$ cat src/design/udpx_pkg.sv
`default_nettype none
package udpx_pkg;

	localparam logic [15:0] ETHERTYPE_IPV4 = 16'h0800;
	localparam logic [7:0]  PROTO_UDP      = 8'd17;
	localparam logic [15:0] UDP_HDR_BYTES  = 16'd8;
	localparam logic [15:0] ETH_HDR_BYTES  = 16'd14;
	localparam logic [15:0] OFF_ETHERTYPE  = 16'd13;
	localparam logic [15:0] OFF_IP_PROTO   = 16'd23;
	localparam logic [15:0] OFF_MAX        = 16'hFFFF;

	localparam int CFG_IDX_W = 2;
	localparam logic [CFG_IDX_W-1:0] REG_MATCH_PORT  = CFG_IDX_W'(0);
	localparam logic [CFG_IDX_W-1:0] REG_MAX_PAYLOAD = CFG_IDX_W'(1);

	localparam logic [15:0] MATCH_PORT_RST  = 16'd0;
	localparam logic [15:0] MAX_PAYLOAD_RST = 16'd1472;

	// front-to-back queue
	localparam int QDEPTH = 2;
	localparam int QPTR_W = (QDEPTH > 1) ? $clog2(QDEPTH) : 1;
	localparam int QCNT_W = $clog2(QDEPTH + 1);

	typedef enum logic [1:0] {
		PH_HEADER,
		PH_PAYLOAD,
		PH_SKIP
	} phase_t;

	typedef struct packed {
		logic [7:0]  data;
		logic [15:0] length;
		logic [63:0] stamp;
		logic        first;
		logic        last;
		logic        truncated;
	} q_entry_t;

	typedef struct packed {
		logic full;
		logic valid;
	} q_status_t;

endpackage
`default_nettype wire

$ cat src/design/udpx_front.sv
`default_nettype none
module udpx_front (
	input  wire logic                            clk,
	input  wire logic                            arst_n,
	input  wire logic                            in_valid,
	output logic                                 in_stall,
	input  wire logic [7:0]                      frame_byte,
	input  wire logic                            frame_end,
	input  wire logic [63:0]                     arrival_time,
	input  wire logic                            cfg_valid,
	output logic                                 cfg_ready,
	input  wire logic [udpx_pkg::CFG_IDX_W-1:0]  cfg_index,
	input  wire logic [15:0]                     cfg_data,
	input  wire udpx_pkg::q_status_t             q_status,
	output logic                                 push,
	output udpx_pkg::q_entry_t                   push_entry
);
	import udpx_pkg::*;

	logic [15:0] match_port_q, max_payload_q;
	phase_t      phase_q, phase_d;
	logic [15:0] offset_q, offset_d;
	logic [3:0]  ihl_q, ihl_d;
	logic [15:0] shift_q, shift_d;
	logic [15:0] decl_q, decl_d;
	logic [15:0] left_q, left_d;
	logic [63:0] time_q, time_d;

	logic        accept;
	logic [15:0] shift_nx;
	logic [15:0] udp_start;
	logic [15:0] plen;
	logic [15:0] left_dec;

	assign cfg_ready = 1'b1;
	assign in_stall  = q_status.full;
	assign accept    = in_valid && !in_stall;

	assign shift_nx  = {shift_q[7:0], frame_byte};
	assign udp_start = ETH_HDR_BYTES + {10'd0, ihl_q, 2'b00};
	assign plen      = shift_nx - UDP_HDR_BYTES;
	assign left_dec  = (left_q != 16'd0) ? left_q - 16'd1 : 16'd0;

	always_ff @(posedge clk or negedge arst_n) begin
		if (!arst_n) begin
			match_port_q  <= MATCH_PORT_RST;
			max_payload_q <= MAX_PAYLOAD_RST;
		end else if (cfg_valid && cfg_ready) begin
			case (cfg_index)
				REG_MATCH_PORT:  match_port_q  <= cfg_data;
				REG_MAX_PAYLOAD: max_payload_q <= cfg_data;
				default: ;
			endcase
		end
	end

	// next state of the header parser
	always_comb begin
		phase_d  = phase_q;
		offset_d = offset_q;
		ihl_d    = ihl_q;
		shift_d  = shift_q;
		decl_d   = decl_q;
		left_d   = left_q;
		time_d   = time_q;
		case (phase_q)
			PH_HEADER: begin
				if (offset_q == 16'd0)
					time_d = arrival_time;
				shift_d = shift_nx;
				if (offset_q == OFF_ETHERTYPE) begin
					if (shift_nx != ETHERTYPE_IPV4)
						phase_d = PH_SKIP;
				end else if (offset_q == ETH_HDR_BYTES) begin
					ihl_d = frame_byte[3:0];
					if (frame_byte[3:0] < 4'd5)
						phase_d = PH_SKIP;
				end else if (offset_q == OFF_IP_PROTO) begin
					if (frame_byte != PROTO_UDP)
						phase_d = PH_SKIP;
				end else if (offset_q > OFF_IP_PROTO) begin
					if (offset_q == udp_start + 16'd3) begin
						if (shift_nx != match_port_q)
							phase_d = PH_SKIP;
					end else if (offset_q == udp_start + 16'd5) begin
						if (plen == 16'd0 || plen > max_payload_q) begin
							phase_d = PH_SKIP;
						end else begin
							decl_d = plen;
							left_d = plen;
						end
					end else if (offset_q == udp_start + UDP_HDR_BYTES - 16'd1) begin
						phase_d = PH_PAYLOAD;
					end
				end
				if (offset_q != OFF_MAX)
					offset_d = offset_q + 16'd1;
			end
			PH_PAYLOAD: begin
				left_d = left_dec;
				if (left_dec == 16'd0)
					phase_d = PH_SKIP;
			end
			default: ;
		endcase
		if (frame_end) begin
			offset_d = 16'd0;
			phase_d  = PH_HEADER;
			shift_d  = 16'd0;
		end
	end

	// payload byte classification
	always_comb begin
		push                 = accept && (phase_q == PH_PAYLOAD);
		push_entry.data      = frame_byte;
		push_entry.length    = decl_q;
		push_entry.stamp     = time_q;
		push_entry.first     = (left_q == decl_q);
		push_entry.last      = (left_dec == 16'd0) || frame_end;
		push_entry.truncated = frame_end && (left_dec != 16'd0);
	end

	always_ff @(posedge clk or negedge arst_n) begin
		if (!arst_n) begin
			phase_q  <= PH_HEADER;
			offset_q <= 16'd0;
			ihl_q    <= 4'd0;
			shift_q  <= 16'd0;
			decl_q   <= 16'd0;
			left_q   <= 16'd0;
			time_q   <= 64'd0;
		end else if (accept) begin
			phase_q  <= phase_d;
			offset_q <= offset_d;
			ihl_q    <= ihl_d;
			shift_q  <= shift_d;
			decl_q   <= decl_d;
			left_q   <= left_d;
			time_q   <= time_d;
		end
	end

endmodule
`default_nettype wire

$ cat src/design/udpx_queue.sv
`default_nettype none
module udpx_queue (
	input  wire logic                clk,
	input  wire logic                arst_n,
	input  wire logic                push,
	input  wire udpx_pkg::q_entry_t  push_entry,
	input  wire logic                pop,
	output udpx_pkg::q_entry_t       head,
	output udpx_pkg::q_status_t      status
);
	import udpx_pkg::*;

	q_entry_t            mem_q [QDEPTH];
	logic [QPTR_W-1:0]   wr_ptr_q, rd_ptr_q;
	logic [QCNT_W-1:0]   count_q;
	logic                do_pop;

	assign status.full  = (count_q == QCNT_W'(QDEPTH));
	assign status.valid = (count_q != '0);
	assign head         = mem_q[rd_ptr_q];
	assign do_pop       = pop && status.valid;

	always_ff @(posedge clk) begin
		if (push)
			mem_q[wr_ptr_q] <= push_entry;
	end

	always_ff @(posedge clk or negedge arst_n) begin
		if (!arst_n) begin
			wr_ptr_q <= '0;
			rd_ptr_q <= '0;
			count_q  <= '0;
		end else begin
			if (push)
				wr_ptr_q <= (wr_ptr_q == QPTR_W'(QDEPTH - 1)) ? '0 : wr_ptr_q + QPTR_W'(1);
			if (do_pop)
				rd_ptr_q <= (rd_ptr_q == QPTR_W'(QDEPTH - 1)) ? '0 : rd_ptr_q + QPTR_W'(1);
			case ({push, do_pop})
				2'b10:   count_q <= count_q + QCNT_W'(1);
				2'b01:   count_q <= count_q - QCNT_W'(1);
				default: ;
			endcase
		end
	end

endmodule
`default_nettype wire

$ cat src/design/udpx_back.sv
`default_nettype none
module udpx_back (
	input  wire logic                clk,
	input  wire logic                arst_n,
	input  wire udpx_pkg::q_entry_t  head,
	input  wire udpx_pkg::q_status_t q_status,
	output logic                     pop,
	output logic                     out_valid,
	input  wire logic                out_stall,
	output logic [7:0]               payload_byte,
	output logic [15:0]              payload_length,
	output logic [63:0]              stamp,
	output logic                     last_of_payload,
	output logic                     truncated,
	output logic [31:0]              accepted_total
);
	import udpx_pkg::*;

	logic        valid_q;
	logic [31:0] count_q;
	logic [31:0] count_nx;
	logic [7:0]  byte_q;
	logic [15:0] len_q;
	logic [63:0] stamp_q;
	logic        last_q, trunc_q;
	logic [31:0] total_q;

	// output register free or being drained this cycle
	assign pop      = q_status.valid && (!valid_q || !out_stall);
	assign count_nx = head.first ? count_q + 32'd1 : count_q;

	always_ff @(posedge clk or negedge arst_n) begin
		if (!arst_n) begin
			valid_q <= 1'b0;
			count_q <= 32'd0;
		end else begin
			if (pop) begin
				valid_q <= 1'b1;
				count_q <= count_nx;
			end else if (!out_stall) begin
				valid_q <= 1'b0;
			end
		end
	end

	always_ff @(posedge clk) begin
		if (pop) begin
			byte_q  <= head.data;
			len_q   <= head.length;
			stamp_q <= head.stamp;
			last_q  <= head.last;
			trunc_q <= head.truncated;
			total_q <= count_nx;
		end
	end

	assign out_valid       = valid_q;
	assign payload_byte    = byte_q;
	assign payload_length  = len_q;
	assign stamp           = stamp_q;
	assign last_of_payload = last_q;
	assign truncated       = trunc_q;
	assign accepted_total  = total_q;

endmodule
`default_nettype wire

$ cat src/design/udp_port_payload_extractor.sv
// UDP port payload extractor.
// Input channel (in_valid / in_stall): one Ethernet frame byte per transaction,
// frame_end on the last byte, arrival_time sampled on the first byte.
// Frames with EtherType IPv4, IP protocol UDP, the configured destination port
// and a payload length in 1..max_payload have their payload bytes emitted on
// the output channel (out_valid / out_stall), one byte per transaction, with
// length, timestamp, last/truncated flags and the running accepted count.
// Config channel (cfg_valid / cfg_ready, always ready): index 0 match_port,
// index 1 max_payload; write only while idle.
// Throughput: one byte per cycle while neither side stalls. A payload byte
// passes through the queue write, then the output register.
// A two-entry queue sits between the header parser and the output register;
// in_stall is raised only while that queue is full, so a stalled receiver
// backs up into the input once the queue holds two bytes. Header and
// padding bytes are consumed without output.
// Reset: parser at the frame start, counters zero, match_port 0,
// max_payload 1472, output and queue empty.
`default_nettype none
module udp_port_payload_extractor (
	input  wire logic                            clk,
	input  wire logic                            arst_n,
	input  wire logic                            in_valid,
	output logic                                 in_stall,
	input  wire logic [7:0]                      frame_byte,
	input  wire logic                            frame_end,
	input  wire logic [63:0]                     arrival_time,
	output logic                                 out_valid,
	input  wire logic                            out_stall,
	output logic [7:0]                           payload_byte,
	output logic [15:0]                          payload_length,
	output logic [63:0]                          stamp,
	output logic                                 last_of_payload,
	output logic                                 truncated,
	output logic [31:0]                          accepted_total,
	input  wire logic                            cfg_valid,
	output logic                                 cfg_ready,
	input  wire logic [udpx_pkg::CFG_IDX_W-1:0]  cfg_index,
	input  wire logic [15:0]                     cfg_data
);
	import udpx_pkg::*;

	q_status_t q_status;
	q_entry_t  push_entry, head;
	logic      push, pop;

	udpx_front u_front (
		.clk          (clk),
		.arst_n       (arst_n),
		.in_valid     (in_valid),
		.in_stall     (in_stall),
		.frame_byte   (frame_byte),
		.frame_end    (frame_end),
		.arrival_time (arrival_time),
		.cfg_valid    (cfg_valid),
		.cfg_ready    (cfg_ready),
		.cfg_index    (cfg_index),
		.cfg_data     (cfg_data),
		.q_status     (q_status),
		.push         (push),
		.push_entry   (push_entry)
	);

	udpx_queue u_queue (
		.clk        (clk),
		.arst_n     (arst_n),
		.push       (push),
		.push_entry (push_entry),
		.pop        (pop),
		.head       (head),
		.status     (q_status)
	);

	udpx_back u_back (
		.clk             (clk),
		.arst_n          (arst_n),
		.head            (head),
		.q_status        (q_status),
		.pop             (pop),
		.out_valid       (out_valid),
		.out_stall       (out_stall),
		.payload_byte    (payload_byte),
		.payload_length  (payload_length),
		.stamp           (stamp),
		.last_of_payload (last_of_payload),
		.truncated       (truncated),
		.accepted_total  (accepted_total)
	);

endmodule
`default_nettype wire

$ cat config.mk
export PLATFORM = sky130hd
export DESIGN_NAME = udp_port_payload_extractor
export DESIGN_NICKNAME = d
export VERILOG_FILES = /design/src/design/udpx_pkg.sv /design/src/design/udpx_front.sv /design/src/design/udpx_queue.sv /design/src/design/udpx_back.sv /design/src/design/udp_port_payload_extractor.sv
export SDC_FILE = /design/constraint.sdc
export NUM_CORES = 1
export LEC_CHECK = 0
export BUFFER_PORTS_ARGS = -buffer_cell sky130_fd_sc_hd__clkbuf_2
export CAP_MARGIN = 30
export CORE_UTILIZATION = 32
export CTS_CLUSTER_SIZE = 40
export DETAILED_ROUTE_END_ITERATION = 12
export MAX_ROUTING_LAYER = met4
export PLACE_DENSITY_LB_ADDON = 0.2
export SLEW_MARGIN = 25
export SYNTH_ARGS = -nofsm -noshare
export SYNTH_HDL_FRONTEND = slang
export SYNTH_SLANG_ARGS = --single-unit
$ cat constraint.sdc
create_clock -name clk -period 10.1 [get_ports clk]
set_input_delay 1.01 -clock clk [delete_from_list [all_inputs] [get_ports clk]]
set_output_delay 1.01 -clock clk [all_outputs]
set_load 0.02 [all_outputs]
==> results of run 1 <==
## power groups by stage
stage / logic [uW] / clock network (uW) / registers (uW)
2_1_floorplan: 1070 / 0 / 3410
3_3_place_gp: 1830 / 0 / 3260
3_5_place_dp: 1840 / 0 / 3280
4_1_cts: 1850 / 2100 / 3240
5_1_grt: 1970 / 2180 / 3310
6_report: 1800 / 2030 / 3240
## worst max-delay path, cell delays in order
cell and delay (ns):
clkbuf_2 0.21, inv_1 0.21, ha_1 0.24, or4b_4 0.55, or4_1 0.44, xnor2_1 0.33
ha_1 0.35, a21oi_1 0.20, a32oi_1 0.08, o211ai_1 0.20, a32oi_1 0.13, o21ai_1 0.19
a31oi_2 0.38, nand2b_4 0.35, a221o_1 0.39
## final timing paths
check,endpoint,slack (ns),cells after the start,start
worst min-delay path,u_queue.mem_q[1][11],0.46,0,u_front.time_q[8]
worst max-delay path,u_front.left_q[10],5.29,15,frame_byte[3]
worst min register to register,u_queue.mem_q[1][11],0.46,0,u_front.time_q[8]
min in group asynchronous,u_front.offset_q[9],0.49,1,arst_n
worst max register to register,u_front.left_q[10],5.53,13,u_front.shift_q[0]
max in group asynchronous,u_front.phase_q[0],8.35,2,arst_n
## kinds of logic after synthesis
| group | Yosys count | share of synthesized area [%] |
|---|---|---|
| and+or+nand+nor | 319 | 8.08 |
| muxes | 208 | 11.4 |
| DFF | 499 | 67.2 |
| AOI/OAI and AO/OA | 133 | 4.24 |
| buffers and inverters | 99 | 1.92 |
| adders and majority gates | 25 | 1.50 |
| xor gates and xnor gates | 131 | 5.61 |
| other | 1 | 0.0180 |
## layer usage
| metal | track usage, % | share of wire (%) | vias up |
|---|---|---|---|
| li1 | - | - | 5687 |
| met1 | 19.2 | 45 | 6118 |
| met2 | 24.9 | 49 | 256 |
| met3 | 2.59 | 4.1 | 67 |
| met4 | 3.75 | 1.9 | 0 |
| met5 | - | 0 | - |
## metrics by stage
stage / instances / util, %
floorplan: 1415 / -
global placement: 2441 / 35.6
detailed placement: 2443 / 35.6
CTS: 2549 / 38.5
global route: 2551 / 38.5
finish: 2551 / 38.5
## synth_stat cells, types with 4 or more instances
cell type and instances:
nand3b_1 4, nor3b_1 4, buf_1 6, a21oi_1 21
nor2b_1 5, mux2_2 195, nor3_1 28, a22o_1 9
nor2_1 79, xor2_1 48, nor4_1 12, dfrtp_1 191
nand3_1 33, o211ai_1 6, nand4_1 23, and3_1 12
clkbuf_1 48, mux2_4 10, nand2_1 63, nand2b_1 10
o31ai_1 6, o21ai_0 49, ha_1 25, nand4b_1 4
inv_1 39, dfstp_2 4, or3_1 10, xnor2_1 81
a22oi_1 5, or2_2 5, and2_1 4, edfxtp_1 304
## sequential cells by signal, summed over array words and instances, names as in the netlist
name	flops
u_queue.mem_q	182
u_back.stamp	64
u_front.time_q	64
u_back.accepted_total	32
u_back.count_q	32
u_back.payload_length	16
u_front.decl_q	16
u_front.left_q	16
u_front.match_port_q	16
u_front.max_payload_q	16
u_front.offset_q	16
u_back.payload_byte	8
u_front.shift_q	8
u_front.ihl_q	4
u_front.phase_q	2
u_queue.count_q	2
u_back.last_of_payload	1
u_back.out_valid	1
u_back.truncated	1
u_queue.rd_ptr_q	1
u_queue.wr_ptr_q	1
## area by class of cell
class                      count  area (um2)
fill                        6133       39600
tap                          855        1070
inverter                      39         151
sequential                   499       14000
clock inverter                25         278
timing repair buffer         235        1230
multi-input combinational    817        6450
clock buffer                  81        1600
==> impl_metrics.ini, run 1 <==
[run_status]
status = completed

[synthesis]
ys_warn_count = 0
synthTopCellsByArea = edfxtp_1 44%, dfrtp_1 23%, mux2_2 11%
synth_top_area_cell = edfxtp_1
netlist_instances = 1415
syn_avg_cell_area_um2 = 14.7
ys_ff_latch = 499
syn_area_mm2 = 0.0208
post_synth_num_cell_types = 80
yosys.area.top_type_share_pct = 43.8
async_reset_ff_share_pct = 39.1
seq_area_frac_synth_pct = 67.2
synth_ff_type = edfxtp_1
syn_nets = 1536
synth-edff-count = 304

[detailed_routing]
drc_errors = 0
drt_wl_total_um = 48200
wl_per_cell_um = 18.9
via_per_inst = 4.75
first_pass_iters = 4
vias = 12100
drt_iter0_drc = 611
antenna_left = 0

[setup_path]
critPathRequiredTime_ns = 10.57
arrival_ns = 5.27
worstSetupPathType = input pin to flop
cp-start-kind = input pin
crit_path_end_kind = flop
cp_max_fo = 16

[clock_tree]
worstSkewPairLatency_ns = 0.61
cts_sinks = 499
hold_buffers = 0
clock_path_buffers = 3
cts_resized = 0
cts_setup_buffers = 0
cts_buffers = 56
cts_root_buf = clkbuf_16
clkSlewWorstSetupHoldPaths_ns = 0.06
cts_max_level = 2
cts_tree = yes

[layout]
num_antenna_cells = 0
design_area_mm2 = 0.0248
final_cell_mix = 304 x edfxtp_1, 219 x clkbuf_2, 195 x mux2_2
area_growth_pct = 19.0
mostFrequentLayoutCell = edfxtp_1
num-nets-final = 1769
drive_gt1_share_pct = 32.5

[floorplan]
die_height_um = 257
num_rows = 93
fp.coreArea_mm2 = 0.0643
die_area_mm2 = 0.0662
ios = 221
die_w_um = 257
start_util_pct = 32.4

[sta]
whs_ns = 0.460
relSlewSlack_pct = 37.8
rsz0062_at_grt = false
final_hold_viol_count = 0
period_minus_slack_ns = 4.81
tightestPinTransition_ns = 0.933
setup_viol = 0
finalSetupTns_ns = 0
skew_ns = 0.0390
fin_ws_ns = 5.29
maxSlewViolCount = 0
fin_crit_sh_pct = 47.6
fmax_mhz = 208

[global_routing]
antenna_found_initial = 0
grt_start_max_net_pins = 86
track_usage_pct = 15.1
overflow = 0
grt_pass1_vias = 12600
grt_pass1_wl_um = 75400

[power_and_ir_drop]
p_int_uw = 4820
p_leak_uw = 0.00977
switchingPower_uw = 2250
p_seq_share_pct = 45.8
swShare_pct = 31.8
vdd_drop_max_uv = 136
finalPower_uw = 7070
clkPwrFrac_pct = 28.7
combPwrFrac_pct = 25.5
p_per_area_mw_per_mm2 = 285

[place]
dp_hpwl_um = 31600
port_buffers = 219
gp_congestion = 0.824
place_ws_ns = 4.71
place_area_mm2 = 0.0229

[min_path]
hold_class = flop to flop

[run]
cap_violations = 0
No activity file was read; power rests on OpenSTA's default activity.
==> run 2: changes to the inputs <==
- clock period: 10.1 -> 4.3 ns (I/O delays scaled with it)
==> run 2 against run 1 <==
- first-iteration DRC count increased by 34%
- via count increased by 1.9%
- final area increased by 1.8%
- critical endpoint is now u_front.left_q[11]
- combinational power increased to 2.5 times the previous value
- clock-buffer cell count decreased by 4
- clock power increased by 140%
- sequential power increased by 130%
==> impl_metrics.ini, run 2 (synthesis gave the netlist of run 1 again) <==
[global_routing]
met3_usage_pct = 2.99
antenna_found_initial = 1
use_met1_pct = 19.6
grt_start_max_net_pins = 88
overflow = 0
track_usage_pct = 15.2
top_usage_layer = met2
grt_use_met2_pct = 24.3
grt_pass1_vias = 12800
grt_pass1_wl_um = 75800

[setup_path]
r2r_setup_slack_ns = 0.28
cp_max_fo = 8
crit_slowest_cell = or4_1
worstReg2RegEnd = u_front.left_q[11]
cp-start-kind = flop
crit_chain = or3_1 > or3_1 > or4_1 > xnor2_1 > ha_1 > a21oi_2 > a32oi_1 > o211ai_1 > a32oi_1 > o21ai_1 > buf_4 > a31oi_2 > nand2b_4 > buf_4 > o21ai_0
critPathRequiredTime_ns = 4.77
cp_top_family = simple AND/OR/NAND/NOR gates
arrival_ns = 4.49
path_buf_inv = 2
worstSetupPathType = flop to flop
crit_path_end_kind = flop
critPathMaxStageDelay_ns = 0.50
r2r_start = u_front.shift_q[2]
reg2reg_depth = 15

[layout]
num-nets-final = 1802
design_area_mm2 = 0.0252
drive_gt1_share_pct = 34.0
area_growth_pct = 21.1
mostFrequentLayoutCell = edfxtp_1
final_cell_mix = 304 x edfxtp_1, 218 x clkbuf_2, 195 x mux2_2
largest_register = u_queue.mem_q
largest_reg_flops = 182

[power_and_ir_drop]
p_per_area_mw_per_mm2 = 671
vdd_drop_max_uv = 328
p_leak_uw = 0.0100

[sta]
fmax_mhz = 248
skew_ns = 0.0126
finalSetupTns_ns = 0
tightestPinTransition_ns = 0.930
period_minus_slack_ns = 4.02
relSlewSlack_pct = 37.8
fin_crit_sh_pct = 93.6
maxSlewViolCount = 0
setup_viol = 0
final_hold_viol_count = 0
rsz0062_at_grt = false

[min_path]
min_from = arrival_time[41]
min_to = u_front.time_q[41]
min_path_cells = 2
hold_class = input pin to flop

[floorplan]
die_area_mm2 = 0.0662
ios = 221
die_height_um = 257
num_rows = 93
start_util_pct = 32.4
fp.coreArea_mm2 = 0.0643
die_w_um = 257

[place]
port_buffers = 219
dp_hpwl_um = 32800
place_area_mm2 = 0.0233
gp_congestion = 0.856

[clock_tree]
cts_root_buf = clkbuf_16
clkSlewWorstSetupHoldPaths_ns = 0.06
cts_max_level = 2
clock_path_buffers = 3
cts_buffers = 56
cts_tree = yes
worstSkewPairLatency_ns = 0.60
cts_sinks = 499

[detailed_routing]
first_pass_iters = 5
vias = 12400
wl_per_cell_um = 18.8
drt_wl_total_um = 48600
via_per_inst = 4.78
drc_errors = 0
antenna_left = 0
drt_iter0_drc = 821

[run]
cap_violations = 0

[run_status]
status = completed
-- run 2: cell count changes in the layout (fill, tap and decap cells not counted), moves of 2 or more --
cell and change:
buf_12 +11, buf_4 +21, bufinv_16 +2, clkbuf_1 -5, clkinv_8 -2, inv_6 +3
-- run 2: through the flow --
| stage | worst slack [ns] | hold slack (ns) | instances | utilization (%) | power [uW] |
|---|---|---|---|---|---|
| 5_1_grt | 0.0367 | 0.0180 | 2585 | 39.2 | 17900 |
| 6_report | 0.276 | 0.0565 | 2585 | 39.2 | 16900 |
| 4_1_cts | 0.266 | 0.00260 | 2584 | 39.2 | 17300 |
| 3_5_place_dp | 0.272 | 0.448 | 2477 | 36.2 | 12200 |
| 2_1_floorplan | 0.247 | 0.134 | 1415 | - | 10500 |
| 3_3_place_gp | 0.347 | 0.440 | 2475 | 36.2 | 12200 |
-- run 2: where the power goes --
| part | switching, uW | internal (uW) |
|---|---|---|
| clock network | 1950 | 2950 |
| registers | 686 | 6790 |
| logic | 2690 | 1870 |
-- run 2: worst max path at each step --
stage / depth (start not counted) / start / end / slack (ns)
final: 15 / u_front.shift_q[2] / u_front.left_q[11] / 0.28
after global routing: 15 / u_front.shift_q[2] / u_front.left_q[14] / 0.04
after CTS: 15 / u_front.shift_q[2] / u_front.left_q[5] / 0.27
after detailed placement: 17 / frame_byte[3] / u_front.left_q[5] / 0.27
after global placement: 17 / frame_byte[3] / u_front.left_q[5] / 0.35
after floorplan: 17 / frame_byte[3] / u_front.decl_q[10] / 0.25
-- run 2: metal layers --
layer | vias to the layer above | routed length [um] | part of all wire (%)
met5 | - | 0 | 0
met4 | 0 | 1050 | 2.2
met2 | 310 | 23600 | 48
li1 | 5762 | - | -
met3 | 79 | 2310 | 4.7
met1 | 6207 | 21700 | 45
-- run 2: final cells by class --
class                      instances  area (um2)
clock buffer                      77        1590
tap                              855        1070
clock inverter                    29         335
timing repair buffer             268        1630
fill                            6044       39100
inverter                          39         151
antenna                            1        2.50
sequential                       499       14000
multi-input combinational        817        6450
-- run 2: timing repair --
action / in CTS / in global routing
endpoints found under the setup margin: 0 / 3
buffers inserted: 0 / 0
resized for setup: 0 / 1
hold endpoints to repair: 81 / 0
hold buffers: 1 / 0
==> run 3: changes to the inputs <==
--- a/config.mk
+++ b/config.mk
@@ -6,4 +6,5 @@
 export NUM_CORES = 1
 export LEC_CHECK = 0
+export ABC_AREA = 1
 export BUFFER_PORTS_ARGS = -buffer_cell sky130_fd_sc_hd__clkbuf_2
 export CAP_MARGIN = 30
==> constraint.sdc (replaced) <==
create_clock -name clk -period 4.5 [get_ports clk]
set_input_delay 0.225 -clock clk [delete_from_list [all_inputs] [get_ports clk]]
set_output_delay 0.225 -clock clk [all_outputs]
set_load 0.02 [all_outputs]
==> run 3 against run 2 <==
- via count rose by 17%
- first-iteration DRC count shrank 1.1%
- power grew 2.2%
- core utilization up 0.74 points
- highest routed layer unchanged
- routed wire length rose by 8.8%
- sequential power about the same
- die area is 2.3% higher
- final area up 4.3%
- sequential share of layout area down 2.3 points
- clock power down 6.1%
==> impl_metrics.ini, run 3 <==
[clock_tree]
cts_tree = yes
cts_resized = 0
cts_sinks = 499
cts_max_level = 2
cts_root_buf = clkbuf_16
clkSlewWorstSetupHoldPaths_ns = 0.06
clock_path_buffers = 3
cts_setup_buffers = 0
cts_buffers = 56
hold_buffers = 90
worstSkewPairLatency_ns = 0.61

[setup_path]
arrival_ns = 3.86
r2r_setup_slack_ns = 1.26
worstReg2RegEnd = u_front.decl_q[10]
crit_path_start = frame_byte[3]
worstSetupPathType = input pin to flop
reg2reg_depth = 15
cp_max_fo = 32
critPathRequiredTime_ns = 5.00
cp-start-kind = input pin
crit_path_end_kind = flop
r2r_start = u_front.shift_q[1]

[sta]
relSlewSlack_pct = 39.0
fmax_mhz = 298
tightestPinTransition_ns = 0.915
final_hold_viol_count = 0
finalSetupTns_ns = 0
fin_crit_sh_pct = 74.7
setup_viol = 0
rsz0062_at_grt = false
period_minus_slack_ns = 3.36
maxSlewViolCount = 0
skew_ns = 0.0246
whs_ns = 0.0316

[layout]
largest_reg_flops = 182
mostFrequentLayoutCell = nand2_1
drive_gt1_share_pct = 21.6
num-nets-final = 2369
num_antenna_cells = 0
final_cell_mix = 552 x nand2_1, 304 x edfxtp_1, 218 x clkbuf_2
area_growth_pct = 23.5
design_area_mm2 = 0.0263
largest_register = u_queue.mem_q
final_cells = 3160

[detailed_routing]
highest_layer = met4
route.met3.wl_um = 2470
via_per_inst = 4.57
wl_per_cell_um = 16.7
first_pass_iters = 5
drt_wl_total_um = 52800
drc_errors = 0
drt_iter0_drc = 812
wl_met1_um = 24500
antenna_left = 0
wl_met2_um = 25100
vias = 14400

[place]
gp_congestion = 0.860
dp_hpwl_um = 35200
place_inst = 2962
place_area_mm2 = 0.0235
port_buffers = 219

[synthesis]
async_reset_ff_share_pct = 39.1
post_synth_num_cell_types = 52
syn_area_mm2 = 0.0213
syn_avg_cell_area_um2 = 11.1
synth_commonest_cells = 552 x nand2_1, 304 x edfxtp_1, 191 x dfrtp_1
ys_ff_latch = 499
synthTopCellsByArea = edfxtp_1 43%, dfrtp_1 22%, nand2_1 9.7%
netlist_instances = 1914
synth_top_area_cell = edfxtp_1
synth-edff-count = 304
yosys.area.top_type_share_pct = 42.8
syn_nets = 2035
synth_ff_type = edfxtp_1
seq_area_frac_synth_pct = 65.7
synth_most_common_cell = nand2_1
ys_warn_count = 0

[global_routing]
grt_pass1_vias = 14400
track_usage_pct = 16.1
overflow = 0
antenna_found_initial = 0
grt_start_max_net_pins = 85
grt_pass1_wl_um = 82300

[floorplan]
die_area_mm2 = 0.0676
ios = 221
fp.coreArea_mm2 = 0.0659
die_w_um = 260
start_util_pct = 32.4
num_rows = 94
die_height_um = 260

[power_and_ir_drop]
p_per_area_mw_per_mm2 = 657
vdd_drop_max_uv = 334
swShare_pct = 35.8
p_int_uw = 11100
combPwrFrac_pct = 30.2
clkPwrFrac_pct = 26.6
switchingPower_uw = 6190
p_leak_uw = 0.0112
p_seq_share_pct = 43.2

[run]
cap_violations = 0

[run_status]
status = completed

[min_path]
min_to = u_queue.mem_q[1][85]
min_path_cells = 1
min_from = frame_byte[2]
hold_class = input pin to flop
run 3: cell count changes after synthesis, moves of 30 or more:
cell	previous run	this run
mux2_2	195	64
o21ai_0	49	102
nand2_1	63	552
inv_1	39	144
xnor2_1	81	22
nand3_1	33	63
run 3: cell type report:
cell class	instances	area (um2)
sequential	499	14000
clock buffer	77	1540
timing repair buffer	334	2320
multi-input combinational	1198	6420
clock inverter	29	339
tap	864	1080
inverter	159	603
fill	6445	39500
run 3: power groups by stage:
stage / clock network [uW] / registers (uW) / logic (uW)
after floorplan: 0 / 8130 / 2820
after global placement: 0 / 7510 / 5220
after detailed placement: 0 / 7570 / 5260
after CTS: 4760 / 7490 / 5340
after global routing: 4940 / 7630 / 5810
final: 4600 / 7470 / 5230
run 3: kinds of logic (layout without fill, tap and decap cells):
kind of cell	count (synthesis)	after routing	synth area share, %
buf+inv	217	599	4.23
other cells	1	1	0.0176
flops	499	499	65.7
compound gates	161	161	3.96
mux	64	64	3.38
xor+xnor	76	76	3.16
fa+ha+maj	25	25	1.47
simple gates	871	871	18.1
run 3: layer usage:
| metal | global-route usage [%] | up-vias |
|---|---|---|
| li1 | - | 7102 |
| met1 | 21.3 | 6990 |
| met2 | 25.7 | 300 |
| met3 | 2.85 | 52 |
| met4 | 3.48 | 0 |
| met5 | - | - |
run 3: how the worst max path moves through the flow:
| stage | endpoint | slack, ns | depth (start not counted) |
|---|---|---|---|
| final | u_front.decl_q[10] | 1.14 | 18 |
| after global routing | u_front.decl_q[6] | 0.82 | 18 |
| after CTS | u_front.decl_q[10] | 1.18 | 18 |
| after detailed placement | u_front.decl_q[9] | 1.10 | 17 |
| after global placement | u_front.left_q[5] | 1.19 | 20 |
| after floorplan | u_queue.mem_q[0][0] | -1.06 | 6 |
run 3: stage by stage:
stage | setup WS [ns] | utilization (%) | power (uW)
after floorplan | -1.06 | - | 10900
after global placement | 1.19 | 35.6 | 12700
after detailed placement | 1.10 | 35.7 | 12800
after CTS | 1.18 | 39.9 | 17600
after global routing | 0.815 | 40.0 | 18400
final | 1.14 | 40.0 | 17300
run 3: worst max-delay path, stage by stage:
cell	delay, ns
dlygate4sd3_1	0.53
clkbuf_2	0.23
inv_2	0.20
ha_1	0.22
nand2_2	0.11
nor2_4	0.14
xor2_1	0.27
inv_1	0.13
ha_1	0.31
a21oi_1	0.14
nor2_1	0.05
a211oi_1	0.17
nor2_1	0.08
nor2_1	0.10
nand2_1	0.07
nand2_2	0.09
nand3_2	0.44
o21ai_0	0.34
